**src/design/lrb_pkg.sv**
```systemverilog
// Shared types, codes, constants and the free-space function of the ring index manager.
package lrb_pkg;

    localparam int CFG_W     = 16;
    localparam int CFG_IDX_W = 2;
    localparam int FUNC_W    = 3;
    localparam int AMOUNT_W  = 16;
    localparam int OFFSET_W  = 15;
    localparam int FREE_W    = 16;
    localparam int POS_W     = 15;
    localparam int WASTE_W   = 16;
    localparam int SUM_W     = 17;

    localparam int DEFAULT_MAX_DEPTH = 32768;

    localparam logic [CFG_W-1:0] DEPTH_RESET = 16'h8000;
    localparam logic [CFG_W-1:0] MIN_RESET   = 16'd2048;

    localparam logic [CFG_IDX_W-1:0] REG_BUFFER_DEPTH    = 2'd0;
    localparam logic [CFG_IDX_W-1:0] REG_MIN_LINEAR_SIZE = 2'd1;

    typedef enum logic [FUNC_W-1:0] {
        FN_RESERVE_WRITE = 3'd0,
        FN_RESERVE_READ  = 3'd1,
        FN_LINEAR_CHECK  = 3'd2,
        FN_SPACE_CHECK   = 3'd3,
        FN_ADVANCE_WRITE = 3'd4,
        FN_ADVANCE_READ  = 3'd5,
        FN_CLEAR         = 3'd6
    } func_t;

    typedef struct packed {
        logic [CFG_W-1:0] depth;
        logic [CFG_W-1:0] min_size;
        logic [CFG_W-1:0] bound;
    } cfg_t;

    typedef struct packed {
        logic [OFFSET_W-1:0] buffer_offset;
        logic                space_ok;
        logic [FREE_W-1:0]   free_bytes;
        logic [POS_W-1:0]    read_position;
        logic [POS_W-1:0]    write_position;
        logic [WASTE_W-1:0]  waste_length;
    } res_t;

    function automatic logic [CFG_W-1:0] gap_calc(
        input logic [CFG_W-1:0] d,
        input logic [CFG_W-1:0] t,
        input logic [CFG_W-1:0] h
    );
        logic [CFG_W-1:0] diff;
        if (h < t) begin
            return t - h;
        end
        diff = h - t;
        return (diff > d) ? '0 : d - diff;
    endfunction

endpackage

```
**src/design/linear_ring_buffer_index_manager_top.sv**
```systemverilog
// Top level of the ring index manager: input register, update core and result register.
// Each operation word is held in the input register, passes through the update core and is
// registered as a result word; one word is accepted every cycle while results are taken.
// The rate rests on the update of the read, write and wasted-tail registers in the core
// for each word as it advances, so each word sees the state left by the word before it.
// Configuration writes take effect on the next cycle and leave the indices as they are.
module linear_ring_buffer_index_manager_top #(
    parameter int MAX_DEPTH = lrb_pkg::DEFAULT_MAX_DEPTH
) (
    input  logic                          aclk,
    input  logic                          aresetn,
    input  logic                          cfg_wr_en,
    input  logic [lrb_pkg::CFG_IDX_W-1:0] cfg_index,
    input  logic [lrb_pkg::CFG_W-1:0]     cfg_data,
    input  logic                          s_valid,
    output logic                          s_ready,
    input  logic [lrb_pkg::FUNC_W-1:0]    s_func,
    input  logic [lrb_pkg::AMOUNT_W-1:0]  s_amount,
    output logic                          m_valid,
    input  logic                          m_ready,
    output logic [lrb_pkg::OFFSET_W-1:0]  m_buffer_offset,
    output logic                          m_space_ok,
    output logic [lrb_pkg::FREE_W-1:0]    m_free_bytes,
    output logic [lrb_pkg::POS_W-1:0]     m_read_position,
    output logic [lrb_pkg::POS_W-1:0]     m_write_position,
    output logic [lrb_pkg::WASTE_W-1:0]   m_waste_length
);
    import lrb_pkg::*;

    cfg_t cfg;
    res_t res;

    logic                in_valid_reg, in_valid_next;
    logic [FUNC_W-1:0]   func_reg, func_next;
    logic [AMOUNT_W-1:0] amount_reg, amount_next;
    logic                out_valid_reg, out_valid_next;
    res_t                out_reg, out_next;
    logic                advance;
    logic                take;

    lrb_cfg #(.MAX_DEPTH(MAX_DEPTH)) u_cfg (
        .aclk      (aclk),
        .aresetn   (aresetn),
        .cfg_wr_en (cfg_wr_en),
        .cfg_index (cfg_index),
        .cfg_data  (cfg_data),
        .cfg       (cfg)
    );

    lrb_core #(.MAX_DEPTH(MAX_DEPTH)) u_core (
        .aclk    (aclk),
        .aresetn (aresetn),
        .cfg     (cfg),
        .step    (advance),
        .func    (func_reg),
        .amount  (amount_reg),
        .res     (res)
    );

    always_comb begin
        advance = in_valid_reg && (!out_valid_reg || m_ready);
        s_ready = !in_valid_reg || advance;
        take    = s_valid && s_ready;

        in_valid_next = take ? 1'b1 : (advance ? 1'b0 : in_valid_reg);
        func_next     = take ? s_func : func_reg;
        amount_next   = take ? s_amount : amount_reg;

        out_valid_next = advance ? 1'b1 : (m_ready ? 1'b0 : out_valid_reg);
        out_next       = advance ? res : out_reg;
    end

    always_ff @(posedge aclk) begin
        if (!aresetn) begin
            in_valid_reg  <= 1'b0;
            out_valid_reg <= 1'b0;
        end else begin
            in_valid_reg  <= in_valid_next;
            out_valid_reg <= out_valid_next;
        end
    end

    always_ff @(posedge aclk) begin
        func_reg   <= func_next;
        amount_reg <= amount_next;
        out_reg    <= out_next;
    end

    assign m_valid          = out_valid_reg;
    assign m_buffer_offset  = out_reg.buffer_offset;
    assign m_space_ok       = out_reg.space_ok;
    assign m_free_bytes     = out_reg.free_bytes;
    assign m_read_position  = out_reg.read_position;
    assign m_write_position = out_reg.write_position;
    assign m_waste_length   = out_reg.waste_length;

`ifndef SYNTHESIS
    a_word_held_on_stall: assert property (@(posedge aclk) disable iff (!aresetn)
        in_valid_reg && !advance |=> in_valid_reg && $stable(func_reg) && $stable(amount_reg))
        else $error("queued word dropped while stalled");

    a_result_follows_advance: assert property (@(posedge aclk) disable iff (!aresetn)
        advance |=> out_valid_reg)
        else $error("advanced word produced no result");

    a_result_held_on_stall: assert property (@(posedge aclk) disable iff (!aresetn)
        out_valid_reg && !m_ready |=> out_valid_reg && $stable(out_reg))
        else $error("pending result lost before it was taken");
`endif

endmodule

```
**src/design/lrb_cfg.sv**
```systemverilog
// Configuration registers and the effective depth, minimum size and boundary.
module lrb_cfg #(
    parameter int MAX_DEPTH = lrb_pkg::DEFAULT_MAX_DEPTH
) (
    input  logic                         aclk,
    input  logic                         aresetn,
    input  logic                         cfg_wr_en,
    input  logic [lrb_pkg::CFG_IDX_W-1:0] cfg_index,
    input  logic [lrb_pkg::CFG_W-1:0]    cfg_data,
    output lrb_pkg::cfg_t                cfg
);
    import lrb_pkg::*;

    localparam logic [CFG_W-1:0] MAX_D = CFG_W'(MAX_DEPTH);

    logic [CFG_W-1:0] depth_reg, depth_next;
    logic [CFG_W-1:0] min_reg, min_next;
    logic [CFG_W-1:0] eff_depth, min_floor, eff_min;

    always_comb begin
        depth_next = depth_reg;
        min_next   = min_reg;
        if (cfg_wr_en) begin
            if (cfg_index == REG_BUFFER_DEPTH) begin
                depth_next = cfg_data;
            end else if (cfg_index == REG_MIN_LINEAR_SIZE) begin
                min_next = cfg_data;
            end
        end
    end

    always_ff @(posedge aclk) begin
        if (!aresetn) begin
            depth_reg <= DEPTH_RESET;
            min_reg   <= MIN_RESET;
        end else begin
            depth_reg <= depth_next;
            min_reg   <= min_next;
        end
    end

    always_comb begin
        eff_depth = (depth_reg == '0 || depth_reg > MAX_D) ? MAX_D : depth_reg;
        min_floor = (min_reg == '0) ? CFG_W'(1) : min_reg;
        eff_min   = (min_floor > eff_depth) ? eff_depth : min_floor;
        cfg.depth    = eff_depth;
        cfg.min_size = eff_min;
        cfg.bound    = eff_depth - eff_min;
    end

endmodule

```
**src/design/lrb_core.sv**
```systemverilog
// Index state and the combinational update for one operation word, registered on each step.
module lrb_core #(
    parameter int MAX_DEPTH = lrb_pkg::DEFAULT_MAX_DEPTH
) (
    input  logic                         aclk,
    input  logic                         aresetn,
    input  lrb_pkg::cfg_t                cfg,
    input  logic                         step,
    input  logic [lrb_pkg::FUNC_W-1:0]   func,
    input  logic [lrb_pkg::AMOUNT_W-1:0] amount,
    output lrb_pkg::res_t                res
);
    import lrb_pkg::*;

    localparam int IDX_W = $clog2(MAX_DEPTH);
    localparam int WT_W  = $clog2(MAX_DEPTH + 1);

    logic [IDX_W-1:0] r_reg, r_next;
    logic [IDX_W-1:0] w_reg, w_next;
    logic [WT_W-1:0]  wt_reg, wt_next;

    logic [CFG_W-1:0] d, m, bound, r16, w16, offset;
    logic [SUM_W-1:0] s, s2, tail;
    logic             ok;

    always_comb begin
        d      = cfg.depth;
        m      = cfg.min_size;
        bound  = cfg.bound;
        r16    = CFG_W'(r_reg);
        w16    = CFG_W'(w_reg);
        r_next  = r_reg;
        w_next  = w_reg;
        wt_next = wt_reg;
        offset = '0;
        ok     = 1'b0;
        s      = '0;
        s2     = '0;
        tail   = '0;
        unique case (func_t'(func))
            FN_RESERVE_WRITE: begin
                if (w16 >= r16 && (w16 >= d || d - w16 < m)) begin
                    w_next = '0;
                end
                offset = CFG_W'(w_next);
            end
            FN_RESERVE_READ: begin
                if (r16 > bound) begin
                    if (wt_reg == '0) begin
                        wt_next = (r16 < d) ? WT_W'(d - r16) : '0;
                    end
                end else begin
                    offset = r16;
                end
            end
            FN_LINEAR_CHECK: begin
                ok = 1'b1;
                if (gap_calc(d, r16, w16) < m) begin
                    ok = 1'b0;
                end else if (w16 >= d || d - w16 < m) begin
                    if (gap_calc(d, r16, '0) < m) begin
                        ok = 1'b0;
                    end
                end
            end
            FN_SPACE_CHECK: begin
                ok = (gap_calc(d, r16, w16) >= amount);
            end
            FN_ADVANCE_WRITE: begin
                s = SUM_W'(w16) + SUM_W'(amount);
                w_next = (s > SUM_W'(bound)) ? '0 : IDX_W'(s);
            end
            FN_ADVANCE_READ: begin
                s = SUM_W'(r16) + SUM_W'(amount);
                if (s > SUM_W'(bound) && s >= SUM_W'(w16)) begin
                    if (wt_reg != '0) begin
                        s2   = s + SUM_W'(wt_reg);
                        tail = (s2 >= SUM_W'(d)) ? s2 - SUM_W'(d) : '0;
                        wt_next = '0;
                    end else begin
                        tail = '0;
                    end
                    if (w16 > bound) begin
                        w_next = '0;
                    end
                end else begin
                    tail = s;
                end
                r_next = (tail >= SUM_W'(d)) ? '0 : IDX_W'(tail);
            end
            FN_CLEAR: begin
                r_next  = '0;
                w_next  = '0;
                wt_next = '0;
            end
            default: begin
            end
        endcase
    end

    always_ff @(posedge aclk) begin
        if (!aresetn) begin
            r_reg  <= '0;
            w_reg  <= '0;
            wt_reg <= '0;
        end else if (step) begin
            r_reg  <= r_next;
            w_reg  <= w_next;
            wt_reg <= wt_next;
        end
    end

    always_comb begin
        res.buffer_offset  = OFFSET_W'(offset);
        res.space_ok       = ok;
        res.free_bytes     = gap_calc(d, CFG_W'(r_next), CFG_W'(w_next));
        res.read_position  = POS_W'(r_next);
        res.write_position = POS_W'(w_next);
        res.waste_length   = WASTE_W'(wt_next);
    end

`ifndef SYNTHESIS
    a_clear_zeroes: assert property (@(posedge aclk) disable iff (!aresetn)
        step && func == FN_CLEAR |=> r_reg == '0 && w_reg == '0 && wt_reg == '0)
        else $error("clear left index state non-zero");

    a_write_within_bound: assert property (@(posedge aclk) disable iff (!aresetn)
        step && func == FN_ADVANCE_WRITE |=> CFG_W'(w_reg) <= $past(cfg.bound))
        else $error("write advance went past boundary");

    a_hold_when_idle: assert property (@(posedge aclk) disable iff (!aresetn)
        !step |=> $stable(r_reg) && $stable(w_reg) && $stable(wt_reg))
        else $error("index state changed without an operation");
`endif

endmodule

```
**config.mk**
```make
export PLATFORM = sky130hd
export DESIGN_NAME = linear_ring_buffer_index_manager_top
export DESIGN_NICKNAME = d
export VERILOG_FILES = /design/src/design/lrb_pkg.sv /design/src/design/linear_ring_buffer_index_manager_top.sv /design/src/design/lrb_cfg.sv /design/src/design/lrb_core.sv
export SDC_FILE = /design/constraint.sdc
export NUM_CORES = 1
export LEC_CHECK = 0
export BUFFER_PORTS_ARGS = -buffer_cell sky130_fd_sc_hd__buf_2
export CORE_ASPECT_RATIO = 1.1
export CORE_MARGIN = 1
export CORE_UTILIZATION = 45
export CTS_CLUSTER_SIZE = 16
export DETAILED_ROUTE_END_ITERATION = 12
export MAX_ROUTING_LAYER = met4
export PLACE_DENSITY_LB_ADDON = 0.08
export SLEW_MARGIN = 10
export SYNTH_ARGS = -nofsm -noshare
export SYNTH_HDL_FRONTEND = slang
export SYNTH_SLANG_ARGS = --single-unit
```
**constraint.sdc**
```tcl
create_clock -name aclk -period 26.6 [get_ports aclk]
set_input_delay 3.99 -clock aclk [delete_from_list [all_inputs] [get_ports aclk]]
set_output_delay 3.99 -clock aclk [all_outputs]
set_load 0.005 [all_outputs]
```
==> results.md <==
* Multi-input logic area at 15,410 um2
* DRC at 0
* Post-CTS Setup Bufs at 0
* Worst skew pair latency at 0.53 ns
* Largest net degree at the start of global routing at 93
* Power Total at ~1.6 mW
* Placed instance count at 3,233
* Final cell count without fillers at 3,267
* Buffers on Ports at 121
* CTS clk-pin slew, worst paths at 0.10 ns
* Uppermost layer routed: met4
* Post-DP Area at 22,410 um2
* Filler cells at approximately 4,500
* Drt via density at ~6.3
* Met2 WL at 41,660 um
* Area growth from synthesis to layout at 9.474%
* PwrDens at 67.87 nW/um2
* Antenna violations before repair at 2
* Flop pwr share at 0.211
* RSZ-0062 raised after global routing: false
* Most frequent cells in the layout: ha_1 (371), a21oi_1 (237), nand2_1 (237), inv_1 (199), nor2_1 (157)
* Cells after synthesis at 2,566
* Period minus WS final at about 17 ns
* Final Slew Violations at 0
* Die Area at 47,620 um2
* #FFs+latches synth at 177
* # IOs at 122
* DRT Wirelength at 87,230 um
* Routability cong. at 1.055
* Distinct cells, synth at 94
* CP dominant cell by count: a21oi_1
* Proportion of layout cells with a drive suffix above 1 at 0.09077
* Net switching power at 0.7435 mW
* Routed Antenna Nets at 0
* Reg area at 4514 um2
* Number of synthesized flops with an enable pin at 97
* Worst slack, placed at 10.11 ns
* Final setup violation count at 0
* Die X at 208.2 um
* Area of the core at 45,860 um2
* Initial Util at 0.4587
* Crit-path slowest cell: nor2_2
* FP Rows at around 80
* Tot GR Track Use at 0.3765
* Internal at 0.8197 mW
* DRT met1 WL at 34,870 um
* Clock buffer count from CTS at 17
* Critical Path AT at 17.21 ns
* Ys flop type: edfxtp_1
* CP Capture Type: flop
* Sequential element share of the synthesized area at 0.2146
* Post-Route Skew at 0.02662 ns
* Wire length on met3 at 5160 um
* DIE HEIGHT at 228.8 um
* Top delay family on crit path: compound AO/OA/AOI/OAI gates
* Commonest non-fill, non-tap cell in the layout: ha_1
* Crit path max fanout at 31
* Post-synth ARST share at 0
* CP bufs+invs at 4
* CTS max path bufs at 2
* Highest clock rate at approximately 59 MHz
* Final Hold Viols at 0
* Vias in the first global route at 19,897
* Setup tns final at 0 ns
* Syn Nets at 2,993
* TritonCTS clock tree: yes
* CTS resizes at 0
* Clock root cell: clkbuf_16
* Final WS setup at 9.667 ns
* Total gr overflow at 0
* Status: complete, no violations
* Final instance area at 23,030 um2
* VDD IR max at 0.05148 mV
* Worst slew margin at 0.1533
* Logic pwr share at 0.611
* Pleak at 10.71 nW
* Final hold slack at between 0.4 and 0.5 ns
* CP Class: flop to flop
* DP HPWL at 70,210 um
* Measured slew at the worst slew-check pin at 1.266 ns
* Synthesized area at approximately 21,000 um2
* Final Core Density at 0.5022
* Clock sink count at 177
* Final nets at around 3,100
* Cts hold-fix bufs at 0
* Slowest Stage Delay on Critical Path at around 0.84 ns
* Yosys warning count at 0
* DR iter-0 viols at 1,615
* Hold Crit Class: flop to flop
* Setup crit start kind: flop
* Max-cap check violation count at 0
* DRT Pass-1 Iters at 6
* DR vias at 20,463
* Global-route wire length before repair at 126,900 um
* # H-tree levels at 4
* Period utilisation layout at 0.6366
* Avg Inst Size Synth at 8.199 um2
* Crit path required time at around 27 ns
* Drt wl/cell at 26.70 um
* Sw Share at 0.4756
* Clock power share at 0.178
==> logic make-up after synthesis <==
family,after synthesis,share of synthesized area
compound gates,851,0.2707
simple gates,690,0.1567
fa+ha+maj,390,0.2365
buf+inv,295,0.05334
flops,177,0.2146
xor+xnor,158,0.06577
mux,5,0.002438
==> metal layers <==
metal  track usage  vias to the layer above
met5             -                        -
met3       0.06059                      226
met2        0.6319                      812
met4        0.2164                        0
li1              -                     9639
met1        0.4241                     9786
==> synth_stat cells (28+ instances only) <==
| master | instances | area (um2) |
|---|---|---|
| nand2_1 | 237 | 889.6 |
| a22o_1 | 30 | 262.8 |
| inv_1 | 200 | 750.7 |
| a21o_1 | 125 | 938.4 |
| nand2b_1 | 37 | 231.5 |
| a21oi_1 | 237 | 1186 |
| dfxtp_1 | 80 | 1602 |
| clkbuf_1 | 81 | 304.0 |
| o21ai_0 | 132 | 660.6 |
| nor2b_1 | 36 | 225.2 |
| nand3_1 | 39 | 195.2 |
| nor2_1 | 158 | 593.1 |
| edfxtp_1 | 97 | 2913 |
| o21a_1 | 28 | 210.2 |
| a211oi_1 | 41 | 307.8 |
| xor2_1 | 47 | 411.6 |
| nand4_1 | 38 | 237.7 |
| nor3_1 | 39 | 195.2 |
| xnor2_1 | 111 | 972.2 |
| ha_1 | 371 | 4642 |
==> power groups by stage <==
| stage | combinational [mW] | clock (mW) | sequential (mW) |
|---|---|---|---|
| final | 0.955 | 0.279 | 0.330 |
| after global routing | 1.04 | 0.290 | 0.331 |
| after CTS | 0.936 | 0.282 | 0.330 |
| after detailed placement | 0.931 | 0 | 0.336 |
| after global placement | 0.920 | 0 | 0.336 |
| after floorplan | 0.657 | 0 | 0.334 |
==> worst register-to-register path: cells and delay by family, from the launching register on <==
kind / cells / cell delay [ns]
AOI/OAI and AO/OA: 27 / 6.78
xor gates and xnor gates: 3 / 1.54
adders and majority gates: 7 / 2.19
buffers and inverters: 4 / 0.84
DFF: 1 / 0.35
and+or+nand+nor: 18 / 4.98
==> final cells by class <==
type,instances,area share
Clock inverter,15,0.008366
Tap cell,588,0.03194
Antenna cell,2,0.0002173
Sequential cell,177,0.1960
Multi-Input combinational cell,2094,0.6691
Inverter,203,0.03330
Clock buffer,17,0.01847
Timing Repair Buffer,171,0.04259
==> final timing paths <==
path / startpoint / endpoint / slack, ns / cells past startpoint
min: u_cfg.depth_reg[11] / u_cfg.depth_reg[11] / 0.47 / 2
min reg2reg: u_cfg.depth_reg[11] / u_cfg.depth_reg[11] / 0.47 / 2
max reg2reg: u_cfg.depth_reg[1] / m_free_bytes[7] / 9.67 / 59
max: u_cfg.depth_reg[1] / m_free_bytes[7] / 9.67 / 59
No activity file was read; power rests on OpenSTA's default activity.
